<file path="config.mk">
export PLATFORM = sky130hd
export DESIGN_NAME = chroma_upsample_420_pairs_flat
export DESIGN_NICKNAME = d
export VERILOG_FILES = /design/src/rtl/cu420_pkg.sv /design/src/rtl/cu420_if.sv /design/src/rtl/chroma_upsample_420_pairs.sv /design/src/rtl/cu420_window.sv /design/src/rtl/cu420_blend.sv /design/src/flat_wrapper.sv
export SDC_FILE = /design/constraint.sdc
export NUM_CORES = 1
export LEC_CHECK = 0
export BUFFER_PORTS_ARGS = -buffer_cell sky130_fd_sc_hd__buf_4
export CORE_MARGIN = 3
export CORE_UTILIZATION = 35
export CTS_BUF_LIST = sky130_fd_sc_hd__clkbuf_4 sky130_fd_sc_hd__clkbuf_8
export CTS_CLUSTER_DIAMETER = 120
export CTS_CLUSTER_SIZE = 24
export DETAILED_ROUTE_END_ITERATION = 10
export HOLD_SLACK_MARGIN = 0.08
export SLEW_MARGIN = 25
export SYNTH_ARGS = -nofsm -noshare
export SYNTH_HDL_FRONTEND = slang
export SYNTH_HIERARCHICAL = 1
export SYNTH_SLANG_ARGS = --single-unit
</file>
<file path="constraint.sdc">
create_clock -name clk -period 8.6 [get_ports clk]
set_input_delay 1.72 -clock clk [delete_from_list [all_inputs] [get_ports clk]]
set_output_delay 1.72 -clock clk [all_outputs]
set_load 0.005 [all_outputs]
</file>
<file path="src/rtl/cu420_pkg.sv">
// Shared types, constants and the blend function for the 4:2:0 chroma upsampler.
package cu420_pkg;

    localparam int SAMPLE_W = 16;
    localparam int WEIGHT_W = 3;
    localparam int TAP_W    = SAMPLE_W + 2;
    localparam int ACC_W    = TAP_W + WEIGHT_W + 1;
    localparam int SHIFT    = 4;

    localparam logic [WEIGHT_W-1:0] WEIGHT_ABOVE_RST = WEIGHT_W'(3);
    localparam logic [WEIGHT_W-1:0] WEIGHT_BELOW_RST = WEIGHT_W'(1);
    localparam logic [ACC_W-1:0]    ROUND            = ACC_W'(8);

    localparam logic [1:0] FILL_EMPTY = 2'd0;
    localparam logic [1:0] FILL_ONE   = 2'd1;
    localparam logic [1:0] FILL_FULL  = 2'd2;

    typedef logic [SAMPLE_W-1:0] sample_t;
    typedef logic [WEIGHT_W-1:0] weight_t;

    typedef enum logic {
        REG_WEIGHT_ABOVE = 1'b0,
        REG_WEIGHT_BELOW = 1'b1
    } cfg_reg_e;

    typedef struct packed {
        weight_t above;
        weight_t below;
    } weights_t;

    // three-column window snapshot for one output pair
    typedef struct packed {
        sample_t prev_a;
        sample_t cur_a;
        sample_t next_a;
        sample_t prev_b;
        sample_t cur_b;
        sample_t next_b;
        logic    last;
    } operands_t;

    function automatic sample_t blend(
        input sample_t side_a,
        input sample_t cur_a,
        input sample_t side_b,
        input sample_t cur_b,
        input weight_t wa,
        input weight_t wb
    );
        logic [TAP_W-1:0] ta;
        logic [TAP_W-1:0] tb;
        logic [ACC_W-1:0] acc;
        ta  = TAP_W'(side_a) + TAP_W'({cur_a, 1'b0}) + TAP_W'(cur_a);
        tb  = TAP_W'(side_b) + TAP_W'({cur_b, 1'b0}) + TAP_W'(cur_b);
        acc = ACC_W'(ta) * ACC_W'(wa) + ACC_W'(tb) * ACC_W'(wb) + ROUND;
        return acc[SHIFT +: SAMPLE_W];
    endfunction

endpackage

</file>
<file path="src/rtl/cu420_if.sv">
// Stream and configuration channel interfaces of the chroma upsampler.
interface cu420_in_if;
    logic                valid;
    logic                ready;
    cu420_pkg::sample_t  above_sample;
    cu420_pkg::sample_t  below_sample;
    logic                row_start;
    logic                row_end;

    modport source (output valid, output above_sample, output below_sample,
                    output row_start, output row_end, input ready);
    modport sink   (input valid, input above_sample, input below_sample,
                    input row_start, input row_end, output ready);
endinterface

interface cu420_out_if;
    logic                valid;
    logic                ready;
    cu420_pkg::sample_t  even_sample;
    cu420_pkg::sample_t  odd_sample;
    logic                last_pair;

    modport source (output valid, output even_sample, output odd_sample,
                    output last_pair, input ready);
    modport sink   (input valid, input even_sample, input odd_sample,
                    input last_pair, output ready);
endinterface

interface cu420_cfg_if;
    logic                 valid;
    logic                 ready;
    cu420_pkg::cfg_reg_e  addr;
    cu420_pkg::weight_t   data;

    modport source (output valid, output addr, output data, input ready);
    modport sink   (input valid, input addr, input data, output ready);
endinterface

</file>
<file path="src/rtl/chroma_upsample_420_pairs.sv">
// Top level of the 4:2:0 triangle-filter chroma upsampler.
//
// src takes one column beat of the nearer and farther chroma rows. A row is a
// left padding beat (row_start), its real columns, then a right padding beat
// (row_end). Each real column yields one dst beat holding the even and odd
// output samples; last_pair marks the final pair of a row.
// cfg writes weight_above (addr 0) and weight_below (addr 1); cfg.ready is
// always high. Write only while no beats are in flight.
// A pair is captured in the operand register when the src beat that completes
// its window is accepted, then blended into the result register that drives
// dst. Throughput is one src beat per cycle while dst does not stall.
// Reset empties the window, drops any pending results and restores weights
// of 3 (above) and 1 (below).
// A dst stall holds the result register; the operand register keeps taking
// one more pair, then src.ready falls until dst drains.
module chroma_upsample_420_pairs (
    input  logic          clk,
    input  logic          rst_n,
    cu420_in_if.sink      src,
    cu420_out_if.source   dst,
    cu420_cfg_if.sink     cfg
);

    cu420_pkg::weights_t   weights_reg, weights_next;
    logic                  op_valid;
    cu420_pkg::operands_t  op;
    logic                  op_ready;

    assign cfg.ready = 1'b1;

    always_comb
    begin
        weights_next = weights_reg;
        if (cfg.valid)
        begin
            unique case (cfg.addr)
                cu420_pkg::REG_WEIGHT_ABOVE: weights_next.above = cfg.data;
                cu420_pkg::REG_WEIGHT_BELOW: weights_next.below = cfg.data;
                default:                     weights_next = weights_reg;
            endcase
        end
    end

    always_ff @(posedge clk or negedge rst_n)
    begin
        if (!rst_n)
        begin
            weights_reg.above <= cu420_pkg::WEIGHT_ABOVE_RST;
            weights_reg.below <= cu420_pkg::WEIGHT_BELOW_RST;
        end
        else
        begin
            weights_reg <= weights_next;
        end
    end

    cu420_window u_window (
        .clk      (clk),
        .rst_n    (rst_n),
        .src      (src),
        .op_valid (op_valid),
        .op       (op),
        .op_ready (op_ready)
    );

    cu420_blend u_blend (
        .clk      (clk),
        .rst_n    (rst_n),
        .weights  (weights_reg),
        .op_valid (op_valid),
        .op       (op),
        .op_ready (op_ready),
        .dst      (dst)
    );

endmodule

</file>
<file path="src/rtl/cu420_window.sv">
// Column window tracking and operand capture register.
module cu420_window (
    input  logic                  clk,
    input  logic                  rst_n,
    cu420_in_if.sink              src,
    output logic                  op_valid,
    output cu420_pkg::operands_t  op,
    input  logic                  op_ready
);

    cu420_pkg::sample_t   prev_a_reg, prev_a_next;
    cu420_pkg::sample_t   cur_a_reg, cur_a_next;
    cu420_pkg::sample_t   prev_b_reg, prev_b_next;
    cu420_pkg::sample_t   cur_b_reg, cur_b_next;
    logic [1:0]           fill_reg, fill_next;
    logic                 op_valid_reg, op_valid_next;
    cu420_pkg::operands_t op_reg, op_next;
    logic                 accept;
    logic                 emit;

    assign src.ready = !op_valid_reg || op_ready;
    assign accept    = src.valid && src.ready;
    assign emit      = !src.row_start && (fill_reg == cu420_pkg::FILL_FULL);

    always_comb
    begin
        prev_a_next = prev_a_reg;
        cur_a_next  = cur_a_reg;
        prev_b_next = prev_b_reg;
        cur_b_next  = cur_b_reg;
        fill_next   = fill_reg;
        if (accept)
        begin
            if (src.row_start)
            begin
                prev_a_next = '0;
                prev_b_next = '0;
                fill_next   = cu420_pkg::FILL_ONE;
            end
            else
            begin
                prev_a_next = cur_a_reg;
                prev_b_next = cur_b_reg;
                if (fill_reg != cu420_pkg::FILL_FULL)
                begin
                    fill_next = fill_reg + 2'd1;
                end
            end
            cur_a_next = src.above_sample;
            cur_b_next = src.below_sample;
            if (src.row_end)
            begin
                fill_next = cu420_pkg::FILL_EMPTY;
            end
        end
    end

    always_comb
    begin
        op_valid_next  = op_valid_reg;
        op_next        = op_reg;
        if (src.ready)
        begin
            op_valid_next = accept && emit;
        end
        op_next.prev_a = prev_a_reg;
        op_next.cur_a  = cur_a_reg;
        op_next.next_a = src.above_sample;
        op_next.prev_b = prev_b_reg;
        op_next.cur_b  = cur_b_reg;
        op_next.next_b = src.below_sample;
        op_next.last   = src.row_end;
        if (!(accept && emit))
        begin
            op_next = op_reg;
        end
    end

    always_ff @(posedge clk or negedge rst_n)
    begin
        if (!rst_n)
        begin
            prev_a_reg   <= '0;
            cur_a_reg    <= '0;
            prev_b_reg   <= '0;
            cur_b_reg    <= '0;
            fill_reg     <= cu420_pkg::FILL_EMPTY;
            op_valid_reg <= 1'b0;
        end
        else
        begin
            prev_a_reg   <= prev_a_next;
            cur_a_reg    <= cur_a_next;
            prev_b_reg   <= prev_b_next;
            cur_b_reg    <= cur_b_next;
            fill_reg     <= fill_next;
            op_valid_reg <= op_valid_next;
        end
    end

    always_ff @(posedge clk)
    begin
        op_reg <= op_next;
    end

    assign op_valid = op_valid_reg;
    assign op       = op_reg;

endmodule

</file>
<file path="src/rtl/cu420_blend.sv">
// Weighted triangle blend of one operand set into an even/odd output pair.
module cu420_blend (
    input  logic                  clk,
    input  logic                  rst_n,
    input  cu420_pkg::weights_t   weights,
    input  logic                  op_valid,
    input  cu420_pkg::operands_t  op,
    output logic                  op_ready,
    cu420_out_if.source           dst
);

    logic                valid_reg, valid_next;
    cu420_pkg::sample_t  even_reg, even_next;
    cu420_pkg::sample_t  odd_reg, odd_next;
    logic                last_reg, last_next;
    logic                load;

    assign op_ready = !valid_reg || dst.ready;
    assign load     = op_valid && op_ready;

    always_comb
    begin
        valid_next = valid_reg;
        even_next  = even_reg;
        odd_next   = odd_reg;
        last_next  = last_reg;
        if (op_ready)
        begin
            valid_next = op_valid;
        end
        if (load)
        begin
            even_next = cu420_pkg::blend(op.prev_a, op.cur_a, op.prev_b, op.cur_b,
                                         weights.above, weights.below);
            odd_next  = cu420_pkg::blend(op.next_a, op.cur_a, op.next_b, op.cur_b,
                                         weights.above, weights.below);
            last_next = op.last;
        end
    end

    always_ff @(posedge clk or negedge rst_n)
    begin
        if (!rst_n)
        begin
            valid_reg <= 1'b0;
        end
        else
        begin
            valid_reg <= valid_next;
        end
    end

    always_ff @(posedge clk)
    begin
        even_reg <= even_next;
        odd_reg  <= odd_next;
        last_reg <= last_next;
    end

    assign dst.valid       = valid_reg;
    assign dst.even_sample = even_reg;
    assign dst.odd_sample  = odd_reg;
    assign dst.last_pair   = last_reg;

endmodule

</file>
<file path="src/flat_wrapper.sv">
// flat-port wrapper written by rule: the top's interface ports become plain ports
module chroma_upsample_420_pairs_flat 
  (clk, rst_n, src_valid, src_above_sample, src_below_sample, src_row_start, src_row_end, src_ready, dst_valid, dst_even_sample, dst_odd_sample, dst_last_pair, dst_ready, cfg_valid, cfg_addr, cfg_data, cfg_ready);
  cu420_in_if src_i ();
  cu420_out_if dst_i ();
  cu420_cfg_if cfg_i ();
  input  logic clk;
  input  logic rst_n;
  input wire logic [$bits(src_i.valid)-1:0] src_valid;
  input wire logic [$bits(src_i.above_sample)-1:0] src_above_sample;
  input wire logic [$bits(src_i.below_sample)-1:0] src_below_sample;
  input wire logic [$bits(src_i.row_start)-1:0] src_row_start;
  input wire logic [$bits(src_i.row_end)-1:0] src_row_end;
  output wire logic [$bits(src_i.ready)-1:0] src_ready;
  output wire logic [$bits(dst_i.valid)-1:0] dst_valid;
  output wire logic [$bits(dst_i.even_sample)-1:0] dst_even_sample;
  output wire logic [$bits(dst_i.odd_sample)-1:0] dst_odd_sample;
  output wire logic [$bits(dst_i.last_pair)-1:0] dst_last_pair;
  input wire logic [$bits(dst_i.ready)-1:0] dst_ready;
  input wire logic [$bits(cfg_i.valid)-1:0] cfg_valid;
  input wire logic [$bits(cfg_i.addr)-1:0] cfg_addr;
  input wire logic [$bits(cfg_i.data)-1:0] cfg_data;
  output wire logic [$bits(cfg_i.ready)-1:0] cfg_ready;
  assign src_i.valid = src_valid;
  assign src_i.above_sample = src_above_sample;
  assign src_i.below_sample = src_below_sample;
  assign src_i.row_start = src_row_start;
  assign src_i.row_end = src_row_end;
  assign src_ready = src_i.ready;
  assign dst_valid = dst_i.valid;
  assign dst_even_sample = dst_i.even_sample;
  assign dst_odd_sample = dst_i.odd_sample;
  assign dst_last_pair = dst_i.last_pair;
  assign dst_i.ready = dst_ready;
  assign cfg_i.valid = cfg_valid;
  assign cfg_i.addr = cfg_addr;
  assign cfg_i.data = cfg_data;
  assign cfg_ready = cfg_i.ready;
  chroma_upsample_420_pairs u_core (.clk(clk), .rst_n(rst_n), .src(src_i), .dst(dst_i), .cfg(cfg_i));
endmodule
</file>
Yosys cells after proc, flatten, opt, wreduce, memory -nomap -nowiden

Cells that the tools add are included.

Register bits: 204
Latch bits: 0
Memory bits (writable): 0
ROM bits: 0
Input port bits: 43
Output and inout bits: 36
Logic and storage cells: 57
Memories kept: 0

Add/sub/neg operators: 13
Multipliers: 4
Div/mod/pow operators: 0
$lt $le $gt $ge: 0
Eq/ne operators: 2
Shifts and indexed selects: 0
Mux-type cells: 5
Bitwise gates (word level): 1
Reductions and logical operators: 13

Operator list:

| kind                                           | number |
|---|---|
| multiplier 18 x 3 -> 20 bit                    | 4 |
| adder 16 x 17 -> 18 bit                        | 4 |
| adder 18 x 16 -> 18 bit                        | 4 |
| adder 20 bit                                   | 2 |
| adder 20 x 4 -> 20 bit (second input constant) | 2 |
| 2-to-1 mux 16 bit                              | 2 |
| 2-to-1 mux 2 bit                               | 3 |
| AND reduction 2 bit                            | 3 |
| logical AND 1 bit                              | 4 |
| logical NOT 1 bit                              | 3 |
| nonzero test 3 bit                             | 1 |
| adder 2 x 1 -> 2 bit (second input constant)   | 1 |
| == test 2 bit (second input constant)          | 1 |
| logical OR 1 bit                               | 2 |
| != test 2 bit (second input constant)          | 1 |
| inverter 1 bit                                 | 1 |

Depth between registers and ports, before layout

Gate-level depths: netlist of run 1.

Depth after elaboration: 5
Depth in mapped cells: 26
Gate-level depth less buffers: 26

Modules after synthesis

The synthesis of run 1 kept the hierarchy.

By module, submodules not included:

| module                    | instances | cells an instance | area an instance (um2) | seq. area each (um2) |
|---|---|---|---|---|
| cu420_blend               | 1         | 1,165             | 11,476.0               | 1,016.0 |
| cu420_window              | 1         | 327               | 5,811.8                | 4,589.4 |
| chroma_upsample_420_pairs | 1         | 16                | 264.0                  | 153.9 |

Least setup slack after synthesis of run 1

Ideal clock, no wire load.

Path kind: in2reg
Start point: input port dst_ready
End point: register u_core.u_window.op_reg (netlist bit u_core/u_window/op[0]) (enable)
Library setup time: 0.692 ns
Arrival time: 9.372 ns
Data required time: 7.908 ns
Slack: -1.464 ns
Stages: 6
Buffers on the path: 1
Cells stage by stage: nand2b_1 > nor2b_4 > inv_4 > nand2_4 > clkbuf_1 > nor3b_1

Longest elaborated chain between the ends: 4

Ends and longest elaborated chain:

| element                | RTL line            | text |
|---|---|---|
| start: declaration     | flat_wrapper.sv:19  | `input wire logic [$bits(dst_i.ready)-1:0] dst_ready;` |
| logical OR 1 bit       | cu420_blend.sv:18   | `assign op_ready = !valid_reg \|\| dst.ready;` |
| logical OR 1 bit       | cu420_window.sv:21  | `assign src.ready = !op_valid_reg \|\| op_ready;` |
| via src_ready          | flat_wrapper.sv:14  | `output wire logic [$bits(src_i.ready)-1:0] src_ready;` |
| logical AND 1 bit      | cu420_window.sv:22  | `assign accept = src.valid && src.ready;` |
| logical AND 1 bit      | cu420_window.sv:73  | `if (!(accept && emit))` |
| end signal: assignment | cu420_window.sv:103 | `op_reg <= op_next;` |
| end: declaration       | cu420_window.sv:17  | `cu420_pkg::operands_t op_reg, op_next;` |

The timed path passes the listed nets, and every way through them passes these cells.
A chain may end at the register's enable or synchronous reset.

Worst setup path in the final report of run 1

Start point: register u_core.u_window.op_reg (netlist bit u_core/u_window/op[65])
End point: register u_core.u_blend.even_reg[15], in the netlist u_core/u_blend/dst.even_sample[15] (data pin)

Longest elaborated chain between the ends: 5

Ends and longest elaborated chain:

| element                       | RTL line          | text |
|---|---|---|
| adder 16 x 17 -> 18 bit       | cu420_pkg.sv:53   | `ta = TAP_W'(side_a) + TAP_W'({cur_a, 1'b0}) + TAP_W'(cur_a);` |
| adder 18 x 16 -> 18 bit *     | cu420_pkg.sv:53   |  |
| multiplier 18 x 3 -> 20 bit * | cu420_pkg.sv:55   | `acc = ACC_W'(ta) * ACC_W'(wa) + ACC_W'(tb) * ACC_W'(wb) + ROUND;` |
| adder 20 bit *                | cu420_pkg.sv:55   |  |
| adder 20 x 4 -> 20 bit *      | cu420_pkg.sv:55   |  |
| end signal: assignment        | cu420_blend.sv:55 | `even_reg <= even_next;` |
| end: declaration              | cu420_blend.sv:13 | `cu420_pkg::sample_t even_reg, even_next;` |

Mark *: on every way between the ends. The rest lies on a longest branch, timed or not.

==> qor.yml, run 1 <==
status:
  status: "finished clean"
critical_path:
  worstSetupPathType: "reg2reg"
  crit_required_ns: 8.92
  crit_path_end_kind: "flop"
  path_max_fanout: 5
  cp-start-kind: "flop"
  arrival_ns: 7.53
grt:
  grt_pass1_vias: 11600
  grt_max_degree: 74
  grt_usage: 0.149
  grt_pass1_wl_um: 63800
  gr-total-overflow: 0
  antenna_found_initial: 3
drt:
  wl_um: 38800
  antenna_left: 0
  vias_per_cell: 4.95
  drtIter0Drc: 519
  wl_met2_um: 18000
  wl_met3_um: 1800
  vias: 11100
  routedWlPerCell_um: 17.4
  drc: 0
  top_layer: "met5"
  wirelength_met1_um: 18200
  first_pass_iters: 5
pwr:
  intPower_mw: 2.89
  p_seq_frac: 0.270
  pwr-share-clk: 0.099
  power_switching_mw: 2.04
  p_leak_nw: 8.02
  ir_worst_vdd_mv: 0.135
  powerDensity_nw_per_um2: 259
  combPwrFrac: 0.631
  switching_share: 0.414
sta:
  skew_ns: 0.0476
  tightest_slew_ns: 0.966
  rsz0062_at_grt: "false"
  slew_headroom: 0.356
  setup_slack_ns: 1.39
  post-route-period-util: 0.838
  hold_slack_ns: 0.440
  tns_ns: 0
  setup_viol: 0
  layout_min_cycle_time_ns: 7.21
  max_freq_mhz: 139
  final_max_slew_viol_count: 0
  hold_viol_final: 0
place:
  dp_hpwl_um: 31600
  place_ws_ns: 1.36
  gp_congestion: 0.896
  port_buffers: 77
  place_area_sq_um: 18800
final_layout:
  postLayoutCellArea_sq_um: 19100
  fill_cells: 4848
  largest_reg_flops: 97
  area_delta_synth_final_pct: 8.60
  register_area_sq_um: 5760
  final_core_util: 0.387
  multi_input_area_sq_um: 11200
  drive_above_1_share: 0.112
  nets: 1948
logic_synthesis:
  async_flop_share: 0.363
  seq_area_frac_synth: 0.328
  syn_inst: 1508
  ys_types: 80
  syn_area_sq_um: 17600
  synth_fp_nets: 1890
  synth_warnings: 6
  synth_edf_count: 130
  ys.flop_type: "edfxtp_1"
  ys_ff_latch: 204
  synth.avg_cell_area_sq_um: 11.6
job:
  cap_violations: 0
cts:
  clockRootBuffer: "clkbuf_8"
  cts_tree: "built"
  path_clk_slew_ns: 0.14
  post_cts_buffers: 0
  ctsHoldBuffers: 0
  clock-sinks: 204
  htreeDepth: 1
  cts_max_path_buffers: 3
  cts_made_buffers: 13
  ctsResizeCount: 0
  clk_latency_ns: 0.56
floorplan:
  fp-row-count: 81
  io_pins: 79
  die_w_um: 230
  initial_core_util: 0.356
  core_sq_um: 49300
  fp.dieH_um: 230
  dieArea_sq_um: 52900
min_path:
  hold_class: "reg2reg"
metal layers:
layer / track usage / vias to the layer above
met5: 0 / -
met4: 0.0335 / 2
met3: 0.0232 / 43
met2: 0.247 / 202
met1: 0.208 / 5500
li1: - / 5315
power groups by stage:
stage / Sequential, mW / Combinational [mW] / Clock, mW
2_1_floorplan: 1.33 / 2.49 / 0
5_1_grt: 1.34 / 3.63 / 0.542
6_report: 1.33 / 3.11 / 0.490
4_1_cts: 1.33 / 3.15 / 0.513
3_3_place_gp: 1.35 / 3.07 / 0
3_5_place_dp: 1.35 / 3.11 / 0
final timing paths:
kind,cells past startpoint,endpoint,startpoint,slack [ns]
setup / recovery,24,u_core/u_blend/dst.even_sample[15],u_core/u_window/op[65],1.39
hold / removal,0,u_core/u_blend/dst.last_pair,u_core/u_window/op[0],0.44
setup reg to reg,24,u_core/u_blend/dst.even_sample[15],u_core/u_window/op[65],1.39
hold reg to reg,0,u_core/u_blend/dst.last_pair,u_core/u_window/op[0],0.44
max in group asynchronous,2,u_core/weights_reg[1],rst_n,6.53
min in group asynchronous,1,u_core/u_window/cur_a_reg[3],rst_n,1.06
cell usage in the layout (no fill, tap or decap), drive strengths merged, types with 63 or more instances in the layout:
master,instances
o21ai,98
dfrtp,71
inv,102
ha,141
nand2,73
buf,84
fa,198
and2,153
a21oi,63
edfxtp,130
cell type report:
type / count / share of cell area
inverters: 101 / 0.0200
well taps: 664 / 0.0436
clock inverters: 4 / 0.00236
repair buffers: 84 / 0.0331
clock buffers: 16 / 0.0106
multi-input cells: 1162 / 0.588
diodes: 2 / 0.000263
flip-flops and latches: 204 / 0.302
synthesized netlist by cell type (28+ instances only):
| master | count | area share |
|---|---|---|
| clkbuf_1 | 34 | 0.0073 |
| dfrtp_1 | 71 | 0.10 |
| ha_1 | 141 | 0.10 |
| and2_1 | 153 | 0.055 |
| edfxtp_1 | 130 | 0.22 |
| inv_1 | 100 | 0.021 |
| o21ai_0 | 84 | 0.024 |
| nor2_1 | 47 | 0.010 |
| xnor2_1 | 55 | 0.027 |
| fa_1 | 198 | 0.23 |
| mux2_4 | 28 | 0.024 |
| nand2b_1 | 53 | 0.019 |
| a21oi_1 | 57 | 0.016 |
| nand2_1 | 71 | 0.015 |
worst max-delay path, cell delays in order, from the launching register on:
cell and delay [ns]:
edfxtp_1 0.51, fa_1 0.58, ha_1 0.17, inv_1 0.06, fa_1 0.45, nor2b_1 0.12
o21ai_0 0.11, a21boi_1 0.21, o21ai_1 0.14, a211oi_1 0.50, o21a_1 0.20, nor3_1 0.07
nor3b_1 0.29, fa_1 0.48, fa_1 0.57, fa_1 0.42, ha_1 0.29, ha_1 0.35
a21oi_1 0.22, o21ai_0 0.15, a21o_1 0.23, a22oi_1 0.23, a21oi_1 0.12, o22ai_1 0.19
xnor3_1 0.33
kinds of logic after synthesis:
logic type,count (synthesis),share of synthesized area
AND/OR/NAND/NOR,425,0.136
XOR/XNOR,71,0.0362
other,1,0.000214
AO/OA/AOI/OAI,282,0.105
multiplexers,44,0.0338
buffers and inverters,142,0.0340
flip-flops,204,0.328
adder cells (fa/ha/maj),339,0.326
metrics by stage:
step,total power [mW],instances
floorplan,3.82,1508
global placement,4.42,2215
detailed placement,4.47,2215
CTS,5.00,2235
global route,5.51,2235
finish,4.93,2237
Power figures use the tool's default switching activity.
==> run 2: changes to the inputs <==
==> constraint.sdc (replaced) <==
create_clock -name clk -period 6.2 [get_ports clk]
set_input_delay 1.24 -clock clk [delete_from_list [all_inputs] [get_ports clk]]
set_output_delay 1.24 -clock clk [all_outputs]
set_load 0.005 [all_outputs]
==> qor.yml, run 2 (synthesized netlist as in run 1, its figures left out) <==
status:
  status: "finished with violations"
  failed_checks: "negative setup slack"
critical_path:
  cp_slowest_cell: "fa_1"
  slowest_delay_ns: 0.55  # -0.03 ns
  path_common_cell: "fa_1"
  arrival_ns: 6.78  # -0.75 ns
  path_max_fanout: 3  # -2
  crit_path_end_kind: "flop"
  crit_buf_inv: 4  # +3
  crit_required_ns: 6.49  # -2.43 ns
  cp_top_family: "adder cells"
  r2r_slack_ns: -0.28  # -1.68 ns
  cp-start-kind: "flop"
  worstSetupPathType: "reg2reg"
place:
  dp_hpwl_um: 33800  # +6.9%
  place_ws_ns: -0.503  # -1.87 ns
  gp_congestion: 0.913  # +1.9%
  port_buffers: 77  # unchanged
  place_area_sq_um: 20300  # +7.7%
floorplan:
  io_pins: 79  # unchanged
  fp-row-count: 81  # unchanged
  die_w_um: 230  # unchanged
  dieArea_sq_um: 52900  # unchanged
  initial_core_util: 0.356  # unchanged
  core_sq_um: 49300  # unchanged
  fp.dieH_um: 230  # unchanged
sta:
  tns_ns: -2.57  # -2.57 ns
  setup_viol: 13  # +13
  max_freq_mhz: 154  # +11%
  setup_slack_ns: -0.282  # -1.68 ns
  layout_min_cycle_time_ns: 6.48  # -0.725 ns
  slew_headroom: 0.365  # +0.00852
  tightest_slew_ns: 0.947  # -0.0186 ns
  post-route-period-util: 1.05  # +0.207
  final_max_slew_viol_count: 0  # unchanged
  hold_slack_ns: 0.432  # -0.00729 ns
  hold_viol_final: 0  # unchanged
  rsz0062_at_grt: "true"
  skew_ns: 0.0237  # -0.0238 ns
final_layout:
  area_delta_synth_final_pct: 23.3
  antenna_cells: 0  # -2
  largest_reg_flops: 97  # unchanged
  nets: 2152  # +10%
  drive_above_1_share: 0.306  # +0.194
  layout_common_cells: "buf_4 (270), fa_1 (187), and2_1 (141)"
  postLayoutCellArea_sq_um: 21600  # +14%
  final_common_cell: "buf_4"
drt:
  vias: 11800  # +7.1%
  top_layer: "met4"
  drc: 0  # unchanged
  antenna_left: 0  # unchanged
  wl_um: 42200  # +8.6%
  drtIter0Drc: 573  # +10%
  vias_per_cell: 4.86  # -1.8%
  first_pass_iters: 7  # +2
  wl_met2_um: 20400  # +13%
  wirelength_met1_um: 19900  # +9.4%
  routedWlPerCell_um: 17.3  # -0.36%
  wl_met3_um: 1310  # -27%
grt:
  gr-total-overflow: 0  # unchanged
  grt_max_degree: 71  # -4.1%
  antenna_found_initial: 0  # -3
  grt_pass1_vias: 12400  # +7.1%
  grt_usage: 0.159  # +0.00979
  grt_pass1_wl_um: 68200  # +6.8%
cts:
  htreeDepth: 1  # unchanged
  clock-sinks: 204  # unchanged
  clk_latency_ns: 0.54  # -0.02 ns
  path_clk_slew_ns: 0.15  # about the same
  cts_tree: "built"
  clockRootBuffer: "clkbuf_8"
  cts_made_buffers: 13  # unchanged
  cts_max_path_buffers: 3  # unchanged
job:
  cap_violations: 0  # unchanged
min_path:
  hold_class: "reg2reg"
pwr:
  ir_worst_vdd_mv: 0.277  # +100%
  powerDensity_nw_per_um2: 428  # +66%
  p_leak_nw: 9.22  # +15%
run 2: cell types whose count changed in the layout (fill, tap and decap cells not counted), moves of 12 or more:
| cell | delta |
|---|---|
| a21oi_1 | -26 |
| ha_4 | +25 |
| buf_4 | +186 |
| buf_6 | +18 |
| xnor2_2 | +12 |
| ha_1 | -31 |
| xnor2_1 | -12 |
| a21oi_2 | +21 |
run 2: power by group:
| part | switching (mW) | internal (mW) | total, mW |
|---|---|---|---|
| combinational | 3.14 | 3.61 | 6.75 |
| sequential | 0.0741 | 1.78 | 1.85 |
| clock | 0.442 | 0.230 | 0.672 |
run 2: through the flow:
stage                     std cells  utilization  total power [mW]
after floorplan                1508            -              5.49
after global placement         2390        0.411              7.25
after CTS                      2429        0.432              8.87
after detailed placement       2390        0.411              7.33
final                          2439        0.439              9.27
after global routing           2439        0.439              10.2
run 2: worst paths after layout:
path	end	startpoint	depth (start not counted)
setup / recovery	u_core/u_blend/dst.odd_sample[11]	u_core/u_window/op[18]	25
setup reg to reg	u_core/u_blend/dst.odd_sample[11]	u_core/u_window/op[18]	25
hold / removal	u_core/u_window/op[88]	u_core/u_window/prev_a_reg[7]	0
max in group asynchronous	u_core/weights_reg[1]	rst_n	2
hold reg to reg	u_core/u_window/op[88]	u_core/u_window/prev_a_reg[7]	0
min in group asynchronous	u_core/u_window/prev_a_reg[2]	rst_n	1
run 2: area by class of cell:
class                      count  area (sq um)
fill                        4604         27600
sequential                   204          5760
multi-input combinational   1162         12200
tap                          664           831
timing repair buffer         288          2230
inverter                     101           382
clock buffer                  16           201
clock inverter                 4          40.0
run 2: metal layers:
| metal | track usage | vias to the layer above |
|---|---|---|
| li1 | - | 5708 |
| met1 | 0.225 | 5947 |
| met2 | 0.270 | 161 |
| met3 | 0.0168 | 32 |
| met4 | 0.0263 | 0 |
| met5 | 0 | - |
run 2: repair_timing:
item | in CTS | in global routing
hold buffers | 0 | 0
gates resized for setup | 126 | 60
pin swaps | 129 | 76
endpoints found under the setup margin | 18 | 21
endpoints found under the hold margin | 0 | 0
buffers inserted | 24 | 13
run 2: worst register-to-register path, cell delays in order, from the launching register on:
cell and delay, ns:
edfxtp_1 0.49, fa_1 0.46, ha_2 0.21, buf_6 0.12, a21o_1 0.17, a21oi_2 0.16
o21bai_1 0.11, a2111o_1 0.47, buf_4 0.15, a31o_2 0.20, a21oi_2 0.13, xnor2_1 0.09
buf_4 0.16, and2_4 0.16, fa_1 0.53, fa_1 0.43, fa_1 0.55, ha_4 0.23
ha_4 0.16, or3_4 0.39, o31ai_4 0.26, o21ai_2 0.12, buf_4 0.14, o21a_1 0.18
nor2_2 0.09, xnor2_1 0.07
==> run 3: changes to the inputs <==
--- a/config.mk
+++ b/config.mk
@@ -6,6 +6,8 @@
 export NUM_CORES = 1
 export LEC_CHECK = 0
 export BUFFER_PORTS_ARGS = -buffer_cell sky130_fd_sc_hd__buf_4
+export CELL_PAD_IN_SITES_DETAIL_PLACEMENT = 1
+export CELL_PAD_IN_SITES_GLOBAL_PLACEMENT = 1
 export CORE_MARGIN = 3
 export CORE_UTILIZATION = 35
 export CTS_BUF_LIST = sky130_fd_sc_hd__clkbuf_4 sky130_fd_sc_hd__clkbuf_8
@@ -13,6 +15,7 @@
 export CTS_CLUSTER_SIZE = 24
 export DETAILED_ROUTE_END_ITERATION = 10
 export HOLD_SLACK_MARGIN = 0.08
+export PLACE_DENSITY_LB_ADDON = 0.1
 export SLEW_MARGIN = 25
 export SYNTH_ARGS = -nofsm -noshare
 export SYNTH_HDL_FRONTEND = slang
==> qor.yml, run 3 (synthesized netlist as in run 1, its figures left out) <==
place:
  dp_hpwl_um: 38500  # +14%
  port_buffers: 77  # unchanged
  place_ws_ns: -0.650  # -0.147 ns
  gp_congestion: 0.848  # -7.2%
floorplan:
  dieArea_sq_um: 52900  # unchanged
  initial_core_util: 0.356  # unchanged
  io_pins: 79  # unchanged
  die_w_um: 230  # unchanged
  fp.dieH_um: 230  # unchanged
  core_sq_um: 49300  # unchanged
  fp-row-count: 81  # unchanged
drt:
  drc: 0  # unchanged
  first_pass_iters: 4  # -3
  antenna_left: 0  # unchanged
  drtIter0Drc: 472  # -18%
  vias: 12100  # +2.0%
  vias_per_cell: 4.86  # +0.12%
  wl_um: 47500  # +13%
  routedWlPerCell_um: 19.1  # +10%
critical_path:
  worstPathCellList: "buf_4, fa_1, ha_1, a21o_1, a21oi_2, o21bai_1, a2111o_1, a31o_2, a21oi_2, xnor2_1, buf_4, and2_4, fa_1, fa_1, fa_1, ha_4, ha_4, or3_4, o31ai_4, o21ai_2, o41ai_4, o21ai_1, buf_4, xnor2_1"
  cp-start-kind: "flop"
  worstSetupPathType: "reg2reg"
  path_common_cell: "fa_1"
  slowest_delay_ns: 0.57  # +0.02 ns
  arrival_ns: 6.95  # +0.17 ns
  crit_path_end_kind: "flop"
  crit_required_ns: 6.52  # +0.03 ns
  r2r_cells: 24  # -4.0%
  cp.depth: 24  # -4.0%
  cp_top_family: "adder cells"
  r2r_slack_ns: -0.43  # -0.14 ns
  cp_slowest_cell: "fa_1"
  crit_buf_inv: 3  # -1
  path_max_fanout: 3  # unchanged
final_layout:
  final_common_cell: "buf_4"
  layout_common_cells: "buf_4 (319), fa_1 (187), and2_1 (137)"
  antenna_cells: 0  # unchanged
  multi_input_area_sq_um: 12300  # +0.74%
  nets: 2197  # +2.1%
  drive_above_1_share: 0.327  # +0.0214
  largest_reg_flops: 97  # unchanged
  register_area_sq_um: 5760  # unchanged
  area_delta_synth_final_pct: 25.7
  fill_cells: 5310  # +15%
sta:
  tightest_slew_ns: 0.979  # +0.0318 ns
  post-route-period-util: 1.07  # +0.0233
  hold_viol_final: 0  # unchanged
  rsz0062_at_grt: "true"
  skew_ns: 0.0164  # -0.00735 ns
  setup_viol: 16  # +3
  slew_headroom: 0.347  # -0.0173
  layout_min_cycle_time_ns: 6.63  # +0.145 ns
  setup_slack_ns: -0.427  # -0.145 ns
  final_max_slew_viol_count: 0  # unchanged
  hold_slack_ns: 0.448  # +0.0158 ns
  max_freq_mhz: 151  # -2.2%
cts:
  ctsHoldBuffers: 0  # unchanged
  cts_max_path_buffers: 3  # unchanged
  clock-sinks: 204  # unchanged
  path_clk_slew_ns: 0.14  # about the same
  htreeDepth: 1  # unchanged
  clockRootBuffer: "clkbuf_8"
  cts_tree: "built"
  clk_latency_ns: 0.58  # +0.04 ns
  cts_made_buffers: 13  # unchanged
pwr:
  ir_worst_vdd_mv: 0.229  # -17%
  powerDensity_nw_per_um2: 432  # +0.71%
  p_leak_nw: 9.47  # +2.7%
grt:
  grt_pass1_vias: 13400  # +8.2%
  grt_pass1_wl_um: 75600  # +11%
  use_met3: 0.0196  # +0.00273
  gr-total-overflow: 0  # unchanged
  use_met1: 0.260  # +0.0355
  antenna_found_initial: 0  # unchanged
  grt_max_degree: 73  # +2.8%
  grt_use_met2: 0.297  # +0.0272
  grt_usage: 0.180  # +0.0207
  busiest_layer: "met2"
status:
  failed_checks: "negative setup slack"
  status: "finished with violations"
job:
  cap_violations: 0  # unchanged
min_path:
  holdPathStages: 0  # unchanged
  hold_class: "reg2reg"
run 3: stage by stage:
stage,TNS (ns),utilization,std cells,total power [mW],area [sq um]
6_report,-3.94,0.448,2485,9.52,22100
5_1_grt,-8.61,0.448,2485,10.4,22100
4_1_cts,-3.30,0.438,2466,9.05,21600
3_5_place_dp,-5.78,0.416,2422,7.59,20500
3_3_place_gp,-3.94,0.416,2422,7.45,20500
2_1_floorplan,-0.0403,-,1508,5.49,17700
run 3: report_power, final:
part | internal, mW | total, mW | switching (mW)
clock network | 0.230 | 0.695 | 0.464
logic | 3.72 | 6.98 | 3.26
registers | 1.78 | 1.85 | 0.0705
total | 5.73 | 9.52 | 3.79
run 3: path summary, 6_finish.rpt:
kind,from,end
max in group asynchronous,rst_n,u_core/u_window/cur_a_reg[5]
setup reg to reg,u_core/u_window/op[18],u_core/u_blend/dst.odd_sample[15]
min in group asynchronous,rst_n,u_core/u_blend/dst.valid
setup / recovery,u_core/u_window/op[18],u_core/u_blend/dst.odd_sample[15]
hold / removal,u_core/u_window/prev_a_reg[5],u_core/u_window/op[86]
hold reg to reg,u_core/u_window/prev_a_reg[5],u_core/u_window/op[86]
run 3: area by class of cell:
cell class                      count  area share
Sequential cell                   204       0.261
Timing Repair Buffer              333       0.116
Clock buffer                       16     0.00913
Multi-Input combinational cell   1162       0.557
Inverter                          101      0.0173
Clock inverter                      5     0.00244
Tap cell                          664      0.0377
run 3: repair_timing:
action | CTS | global route
pin swaps | 81 | 108
hold endpoints to repair | 0 | 0
setup buffers | 30 | 24
setup endpoints to repair | 19 | 22
resized for setup | 116 | 74
run 3: layer usage:
layer,share of wire,routed length (um),up-vias
li1,-,-,5796
met1,0.49,23100,6155
met2,0.46,22100,111
met3,0.031,1490,24
met4,0.017,789,0
met5,0,0,-
run 3: worst reg2reg max path, stage by stage, from the launching register on:
cell and delay, ns:
edfxtp_1 0.43, buf_4 0.16, fa_1 0.47, ha_1 0.29, a21o_1 0.18, a21oi_2 0.17
o21bai_1 0.12, a2111o_1 0.44, a31o_2 0.27, a21oi_2 0.12, xnor2_1 0.14, buf_4 0.18
and2_4 0.14, fa_1 0.43, fa_1 0.57, fa_1 0.46, ha_4 0.27, ha_4 0.16
or3_4 0.33, o31ai_4 0.28, o21ai_2 0.11, o41ai_4 0.32, o21ai_1 0.09, buf_4 0.14
xnor2_1 0.11
